[config.mk]
export PLATFORM = sky130hd
export DESIGN_NAME = fifo_lru_page_replacement_counter
export DESIGN_NICKNAME = d
export VERILOG_FILES = /design/src/rtl/flru_pkg.sv /design/src/rtl/fifo_lru_page_replacement_counter.sv /design/src/rtl/flru_div.sv
export SDC_FILE = /design/constraint.sdc
export NUM_CORES = 2
export LEC_CHECK = 0
export ABC_CLOCK_PERIOD_IN_PS = 19950
export BUFFER_PORTS_ARGS = -buffer_cell sky130_fd_sc_hd__buf_2
export CAP_MARGIN = 25
export CORE_AREA = 2 2 411 413
export DETAILED_ROUTE_END_ITERATION = 8
export DIE_AREA = 0 0 413 415
export GPL_TIMING_DRIVEN = 0
export PLACE_DENSITY_LB_ADDON = 0.12
export SLEW_MARGIN = 5
export SYNTH_ARGS = -nofsm -noshare
export SYNTH_HDL_FRONTEND = slang
export SYNTH_SLANG_ARGS = --single-unit
export TNS_END_PERCENT = 5
[constraint.sdc]
create_clock -name clk -period 19.95 [get_ports clk]
set_input_delay 3.99 -clock clk [delete_from_list [all_inputs] [get_ports clk]]
set_output_delay 3.99 -clock clk [all_outputs]
set_load 0.01 [all_outputs]
[src/rtl/flru_pkg.sv]
// Shared types and constants for the FIFO/LRU page replacement counter.
package flru_pkg;
  localparam int unsigned ADDR_W = 32;
  localparam int unsigned CNT_W  = 32;

  localparam logic [0:0] CFG_FRAME_COUNT = 1'b0;
  localparam logic [0:0] CFG_PAGE_SIZE   = 1'b1;

  // divider handshake
  typedef struct packed {
    logic start;
  } div_ctl_t;

  typedef struct packed {
    logic busy;
    logic done;
  } div_sts_t;
endpackage

[src/rtl/fifo_lru_page_replacement_counter.sv]
// Top level: page number by the divider, then sequenced scans of both tables.
// Per item: accept and divide, FIFO scan with eviction and insert on a miss, LRU scan with
// rank update on a hit, LRU eviction and insert on a miss, then the output state; each extra
// eviction after a lowered frame count adds a rescan. Throughput: one item at a time; tready
// is low from the transfer until the result is taken. Reset (rst, synchronous): tables empty,
// counters zero, frame_count 4, page_size 4096.
module fifo_lru_page_replacement_counter #(
  parameter int unsigned MAX_FRAMES = 16
) (
  input  logic        clk,
  input  logic        rst,
  input  logic        cfg_we,
  input  logic [0:0]  cfg_index,
  input  logic [31:0] cfg_wdata,
  input  logic        s_axis_tvalid,
  output logic        s_axis_tready,
  input  logic [31:0] s_axis_tdata,   // address[31:0]
  input  logic        s_axis_tuser,   // new_run
  output logic        m_axis_tvalid,
  input  logic        m_axis_tready,
  output logic [71:0] m_axis_tdata    // fifo_hit, lru_hit, fifo_repl[31:0],
                                      // lru_repl[31:0], fifo_worse, zero pad
);
  import flru_pkg::*;

  localparam int unsigned IW = (MAX_FRAMES > 1) ? $clog2(MAX_FRAMES) : 1;
  localparam int unsigned FW = $clog2(MAX_FRAMES + 1);

  localparam logic [2:0] ST_IDLE = 3'd0;
  localparam logic [2:0] ST_DIV  = 3'd1;
  localparam logic [2:0] ST_FSCN = 3'd2;
  localparam logic [2:0] ST_LSCN = 3'd3;
  localparam logic [2:0] ST_LVIC = 3'd4;
  localparam logic [2:0] ST_OUT  = 3'd5;

  logic [2:0]        state;
  logic [4:0]        frame_count;
  logic [31:0]       page_size;
  logic [31:0]       page;
  logic [IW-1:0]     k;
  logic [IW-1:0]     victim;
  logic [IW-1:0]     hit_idx;
  logic              fifo_hit, lru_hit, found;
  logic [FW-1:0]     fifo_fill, lru_fill, cap;
  logic [IW-1:0]     fifo_oldest;
  logic [31:0]       fifo_page [MAX_FRAMES];
  logic [31:0]       lru_page  [MAX_FRAMES];
  logic [IW-1:0]     lru_rank  [MAX_FRAMES];
  logic [CNT_W-1:0]  fifo_cnt, lru_cnt;
  div_ctl_t          dctl;
  div_sts_t          dsts;
  logic [31:0]       quot;
  logic [IW-1:0]     fslot, fnew, last;

  // fold a sum below 2*MAX_FRAMES back into the slot range
  function automatic logic [IW-1:0] wrap_slot(input logic [IW:0] s);
    if (s >= (IW+1)'(MAX_FRAMES)) return IW'(s - (IW+1)'(MAX_FRAMES));
    return IW'(s);
  endfunction

  flru_div u_div (
    .clk(clk), .rst(rst), .ctl(dctl), .dividend(s_axis_tdata), .divisor(page_size),
    .sts(dsts), .quotient(quot)
  );

  always_comb begin
    if (frame_count == 5'd0) cap = FW'(1);
    else if (32'(frame_count) > MAX_FRAMES) cap = FW'(MAX_FRAMES);
    else cap = FW'(frame_count);
  end

  // circular slot arithmetic modulo MAX_FRAMES
  always_comb begin
    fslot = wrap_slot({1'b0, fifo_oldest} + {1'b0, k});
    fnew  = wrap_slot({1'b0, fifo_oldest} + (IW+1)'(fifo_fill));
    last  = IW'(lru_fill - FW'(1));
  end

  assign dctl.start    = (state == ST_IDLE) && s_axis_tvalid;
  assign s_axis_tready = (state == ST_IDLE);
  assign m_axis_tvalid = (state == ST_OUT);
  assign m_axis_tdata  = {5'd0, (fifo_cnt > lru_cnt), lru_cnt, fifo_cnt, lru_hit, fifo_hit};

  always_ff @(posedge clk) begin
    if (rst) begin
      state       <= ST_IDLE;
      frame_count <= 5'd4;
      page_size   <= 32'd4096;
      fifo_fill   <= '0;
      fifo_oldest <= '0;
      lru_fill    <= '0;
      fifo_cnt    <= '0;
      lru_cnt     <= '0;
    end else begin
      if (cfg_we) begin
        if (cfg_index == CFG_FRAME_COUNT) frame_count <= cfg_wdata[4:0];
        else page_size <= cfg_wdata;
      end
      case (state)
        ST_IDLE: begin
          if (s_axis_tvalid) begin
            if (s_axis_tuser) begin
              fifo_fill   <= '0;
              fifo_oldest <= '0;
              lru_fill    <= '0;
              fifo_cnt    <= '0;
              lru_cnt     <= '0;
            end
            state <= ST_DIV;
          end
        end
        ST_DIV: begin
          if (dsts.done) begin
            page     <= quot;
            k        <= '0;
            fifo_hit <= 1'b0;
            state    <= ST_FSCN;
          end
        end
        ST_FSCN: begin
          if (FW'(k) < fifo_fill && fifo_page[fslot] == page) begin
            fifo_hit <= 1'b1;
            k        <= '0;
            found    <= 1'b0;
            state    <= ST_LSCN;
          end else if (FW'(k) + FW'(1) < fifo_fill) begin
            k <= k + IW'(1);
          end else if (fifo_fill >= cap) begin
            // evict oldest, count it, look again
            fifo_oldest <= wrap_slot({1'b0, fifo_oldest} + (IW+1)'(1));
            fifo_fill   <= fifo_fill - FW'(1);
            if (fifo_cnt != '1) fifo_cnt <= fifo_cnt + CNT_W'(1);
            k <= '0;
            state <= ST_FSCN;
            fifo_hit <= 1'b0;
          end else begin
            fifo_page[fnew] <= page;
            fifo_fill <= fifo_fill + FW'(1);
            k     <= '0;
            found <= 1'b0;
            state <= ST_LSCN;
          end
        end
        ST_LSCN: begin
          if (!found && FW'(k) < lru_fill && lru_page[k] == page) begin
            found   <= 1'b1;
            hit_idx <= k;
            k       <= '0;
          end else if (found) begin
            // age everything younger than the hit, one per cycle
            if (lru_rank[k] < lru_rank[hit_idx]) lru_rank[k] <= lru_rank[k] + IW'(1);
            if (FW'(k) + FW'(1) < lru_fill) k <= k + IW'(1);
            else begin
              lru_rank[hit_idx] <= '0;
              lru_hit <= 1'b1;
              state   <= ST_OUT;
            end
          end else if (FW'(k) + FW'(1) < lru_fill) begin
            k <= k + IW'(1);
          end else begin
            lru_hit <= 1'b0;
            k       <= '0;
            victim  <= '0;
            state   <= ST_LVIC;
          end
        end
        ST_LVIC: begin
          if (lru_fill >= cap && lru_fill != '0) begin
            // search oldest, then move last slot into the victim
            if (FW'(k) + FW'(1) < lru_fill) begin
              if (lru_rank[k + IW'(1)] > lru_rank[victim]) victim <= k + IW'(1);
              k <= k + IW'(1);
            end else begin
              lru_page[victim] <= lru_page[last];
              lru_rank[victim] <= lru_rank[last];
              lru_fill <= lru_fill - FW'(1);
              if (lru_cnt != '1) lru_cnt <= lru_cnt + CNT_W'(1);
              k <= '0;
              victim <= '0;
            end
          end else begin
            for (int i = 0; i < MAX_FRAMES; i++)
              if (FW'(i) < lru_fill) lru_rank[i] <= lru_rank[i] + IW'(1);
            lru_page[IW'(lru_fill)] <= page;
            lru_rank[IW'(lru_fill)] <= '0;
            lru_fill <= lru_fill + FW'(1);
            state <= ST_OUT;
          end
        end
        ST_OUT: begin
          if (m_axis_tready) state <= ST_IDLE;
        end
        default: state <= ST_IDLE;
      endcase
    end
  end
endmodule

[src/rtl/flru_div.sv]
// Restoring divider, one quotient bit per cycle.
module flru_div (
  input  logic                         clk,
  input  logic                         rst,
  input  flru_pkg::div_ctl_t           ctl,
  input  logic [flru_pkg::ADDR_W-1:0]  dividend,
  input  logic [flru_pkg::ADDR_W-1:0]  divisor,
  output flru_pkg::div_sts_t           sts,
  output logic [flru_pkg::ADDR_W-1:0]  quotient
);
  import flru_pkg::*;

  logic [ADDR_W-1:0] rem;
  logic [ADDR_W-1:0] dvs;
  logic [5:0]        steps;
  logic              busy;
  logic              done;
  logic [ADDR_W:0]   shifted;
  logic [ADDR_W+1:0] diff;

  // shifted can reach 2^33-3, so keep a separate borrow bit
  assign shifted = {rem, quotient[ADDR_W-1]};
  assign diff    = {1'b0, shifted} - {2'b00, dvs};

  always_ff @(posedge clk) begin
    if (rst) begin
      busy  <= 1'b0;
      done  <= 1'b0;
      steps <= '0;
    end else begin
      done <= 1'b0;
      if (ctl.start) begin
        busy     <= 1'b1;
        steps    <= 6'(ADDR_W);
        rem      <= '0;
        quotient <= dividend;
        dvs      <= (divisor == '0) ? ADDR_W'(1) : divisor;
      end else if (busy) begin
        if (!diff[ADDR_W+1]) begin
          rem      <= diff[ADDR_W-1:0];
          quotient <= {quotient[ADDR_W-2:0], 1'b1};
        end else begin
          rem      <= shifted[ADDR_W-1:0];
          quotient <= {quotient[ADDR_W-2:0], 1'b0};
        end
        steps <= steps - 6'd1;
        if (steps == 6'd1) begin
          busy <= 1'b0;
          done <= 1'b1;
        end
      end
    end
  end

  assign sts.busy = busy;
  assign sts.done = done;
endmodule

==> impl.org <==
** Worst setup path
- STA classifies the critical path startpoint as a flop.
- Peak fanout along the critical path :: 13
- STA classifies the critical path endpoint as a flop.
- Worst endpoint required time :: 20430 ps
- Data arrives at the worst endpoint at 9240 ps.
- Setup Crit Path Kind :: flop to flop

** Run status
- The flow ran to the end, and the final reports show no timing, DRC or antenna violations.

** Synthesis
- The share of the Yosys chip area taken by registers is 0.599.
- Post-synth EDFFs :: 1231
- In this run, distinct cell masters in the synthesized netlist total 89.
- Share of Yosys cell area claimed by the top area cell type :: 0.557
- Count of synthesis-stage warnings from yosys :: 0
- Leading post-synthesis cells by cell area :: edfxtp_1 56%, mux4_2 16%, dfxtp_1 4.2%
- Share of synthesized registers carrying an async set or reset :: 0
- Cell Area, Synth :: 66300 sq um
- Counting every instance in the synthesized netlist gives 4451.
- The most used flip-flop cell after synthesis is edfxtp_1.
- Mean area per synthesized cell :: 14.9 sq um
- Leading area contributor after synthesis :: edfxtp_1
- Synthesized flop and latch total :: 1369

** Timing
- Timing would allow up to 114 MHz.
- Measured against its own limit, the worst slew margin works out to 0.224.
- The number of failing hold endpoints at the final stage came to 0.
- Setup repair after global routing left no endpoint under its margin.
- Slew Limit Fails :: 0
- Setup slack on the critical path of the routed design comes to 11200 ps.
- Post-route clock skew :: 30.0 ps
- Number of failing setup endpoints in the final timing report :: 0
- Worst slew pin tran :: 1160 ps
- In the final timing run, aggregate negative setup slack is 0 ps.
- Shortest period the worst path allows :: 8750 ps
- Dividing the final minimum period by the clock period gives 0.439.

** Floorplanning
- Area inside the core boundary :: 167000 sq um
- Height of the die :: 415 um
- The initial utilization of the core area, before any placement, comes to 0.398.
- In this run the horizontal extent of the chip is 413 um.
- Top-Level Pins :: 145
- Cell row count :: 150
- The die covers 171000 sq um.

** Pwr
- Internal power of the cells :: 6100 uW
- Of the total power, the clock network draws 0.305.
- Fraction of power consumed by sequential logic :: 0.388
- Across the VDD grid, the largest voltage drop is 0.0000873 V.
- The share of total power dissipated in combinational logic is 0.307.
- Leakage power of the design :: 0.0261 uW
- Proportion of total power due to net switching :: 0.329
- Power Dens Cells :: 118 nW/um^2
- The analysis attributes to net switching a power of 2990 uW.

** Detailed routing
- Wirelength per Cell :: 31.0 um
- DRC :: 0
- Summed over all layers, the routed wires come to 223000 um.
- Ratio of routed vias to standard cells :: 6.07
- Vias :: 43700
- Antenna-violating nets left :: 0
- Pre-antenna DRT Iters :: 6
- Iter 0 DRT Violations :: 5142

** CTS
- In this run, CTS created clock tree buffers numbering 152.
- After clock tree synthesis, the repair step resized 0 gates.
- Latest clock arrival within the worst-skew pair :: 800 ps
- H-tree lvl count :: 4
- Root Buffer :: clkbuf_16
- Clock Sink Count :: 1369
- Buffers added to address setup during post-CTS repair amount to 0.
- The number of hold buffers added after CTS was 0.
- Max clock buf depth :: 3
- TritonCTS built the clock tree.
- CTS clock-pin slew for the worst setup and hold paths :: 60 ps

** Placed design
- Routability-driven placement finished with a final weighted congestion of 0.899.
- Once placement completed, the tool counted placed cells totaling 6912.
- Post-Place Worst Slack :: 11300 ps
- In this run the tool buffered the top-level ports with 138 buffer cells.
- Once detailed placement completed, the half-perimeter wirelength came to 160000 um.

** Final layout
- The net count of the finished layout is 5078.
- Once layout is complete, the cells apart from fillers number 7200.
- Measured on the finished design, the core utilization comes to 0.462.
- The library cells used most frequently in the layout, excluding fill and tap cells, are 1231 x edfxtp_1, 457 x mux4_2, 360 x nand2_1, 224 x nor2_1, 210 x clkbuf_1.
- Compared with the post-synthesis result, the final layout area differs by 16.1%.
- Share of layout cells above drive strength 1 :: 0.225
- The library cell used most frequently in the layout, excluding fill and tap cells, is edfxtp_1.

** Global route
- Entering global routing, the biggest net connects 33 pins.
- Number of antenna violations at the first check in global routing :: 12
- Total global routing overflow :: 0
- Vias in the first global route :: 42800
- The first global-routing pass estimated 317000 um of wire.
- Total track usage :: 0.259

** Flow run
- Max-capacitance violation count :: 0

** Worst hold path
- Path category of the worst min-delay check :: flop to flop
-- worst max-delay path: stages (launching register included) --
cell and delay [ps]:
dfxtp_1 380, clkbuf_1 350, buf_2 470, buf_2 490, clkbuf_1 530, buf_2 590, buf_2 370, inv_1 220
ha_1 330, nand2b_1 140, a21o_1 170, a21o_1 160, a21o_1 180, a21oi_1 460, nor2_1 230, nor3_2 770
clkbuf_1 430, clkbuf_1 560, a31oi_1 360, buf_4 270, nor2_4 480, buf_16 240, buf_12 200
-- Yosys cell counts (12+ instances only) --
cell       instances
a22oi_1           15
or3_1             21
nand3_1           77
buf_2             55
a211oi_1          27
nand4_1           39
inv_1            124
mux2i_1          186
a31oi_1           37
xor2_1            56
nand2b_1          29
buf_1             23
nor4_1            28
a21oi_1          182
o31ai_1           23
o22ai_1           71
dfxtp_1          138
ha_1             130
nor2_1           255
nor2b_1           31
mux2_2            35
and2_1            28
o311ai_1          12
and3_1            33
mux4_2           457
edfxtp_1        1231
buf_4             34
a21o_1            41
o21a_1            14
a2111oi_0         12
o21ai_0          112
nand2_1          360
nor3_1            62
clkbuf_1         169
xnor2_1          121
o211ai_1          16
-- cells by family after synthesis --
| kind of cell | after synthesis | share of synthesized area |
|---|---|---|
| AOI/OAI and AO/OA | 660 | 0.0638 |
| buffers and inverters | 419 | 0.0277 |
| and+or+nand+nor | 1009 | 0.0705 |
| xor gates and xnor gates | 177 | 0.0234 |
| DFF | 1369 | 0.599 |
| muxes | 682 | 0.190 |
| adders and majority gates | 134 | 0.0257 |
| other | 1 | 0.0000565 |
-- final timing paths --
check | startpoint | end | slack (ps) | cells past startpoint
worst min-delay path | u_div.quotient[1] | page[1] | 450 | 0
worst max register to register | lru_fill[0] | lru_page[8][9] | 11200 | 22
worst min register to register | u_div.quotient[1] | page[1] | 450 | 0
worst max-delay path | lru_fill[0] | lru_page[8][9] | 11200 | 22
-- layout make-up --
cell class | instances | area (sq um)
buffer | 291 | 1360
inverter | 128 | 480
tap | 2204 | 2760
multi-input combinational | 2667 | 25000
clock inverter | 70 | 644
sequential | 1369 | 39700
timing repair buffer | 264 | 2790
fill | 14700 | 89700
clock buffer | 205 | 4190
antenna | 2 | 5.00
-- layer usage --
| metal | global-route usage | routed length (um) | share of wire | up-vias |
|---|---|---|---|---|
| met2 | 0.390 | 100000 | 0.45 | 2199 |
| met4 | 0.0763 | 6480 | 0.029 | 22 |
| met5 | 0 | 152 | 0.00068 | - |
| met1 | 0.376 | 96000 | 0.43 | 22700 |
| li1 | - | - | - | 18400 |
| met3 | 0.0537 | 19900 | 0.089 | 355 |
-- power by group through the flow --
stage	Combinational [uW]	Clock [uW]	Sequential (uW)
after detailed placement	2760	0	3590
after floorplan	1800	0	3530
after CTS	2770	2810	3530
final	2790	2770	3530
after global placement	2680	0	3610
after global routing	2960	2910	3540
-- per-stage QoR --
step / instance area (sq um) / hold WS (ps) / total power [uW]
6_report: 77000 / 447 / 9090
4_1_cts: 76900 / 449 / 9110
3_5_place_dp: 72100 / 434 / 6340
5_1_grt: 77000 / 465 / 9420
2_1_floorplan: 66300 / 426 / 5330
3_3_place_gp: 69800 / 431 / 6290
-- flip-flops by register name (all words and copies together) (netlist names), 3 cells and up, named ones only --
signal	flops
fifo_cnt	32
fifo_fill	5
fifo_oldest	4
fifo_page	512
frame_count	5
hit_idx	4
k	4
lru_cnt	32
lru_fill	5
lru_page	512
lru_rank	64
page	32
page_size	32
state	3
u_div.dvs	32
u_div.quotient	32
u_div.rem	32
u_div.steps	6
victim	4
No activity file was read; power rests on OpenSTA's default activity.
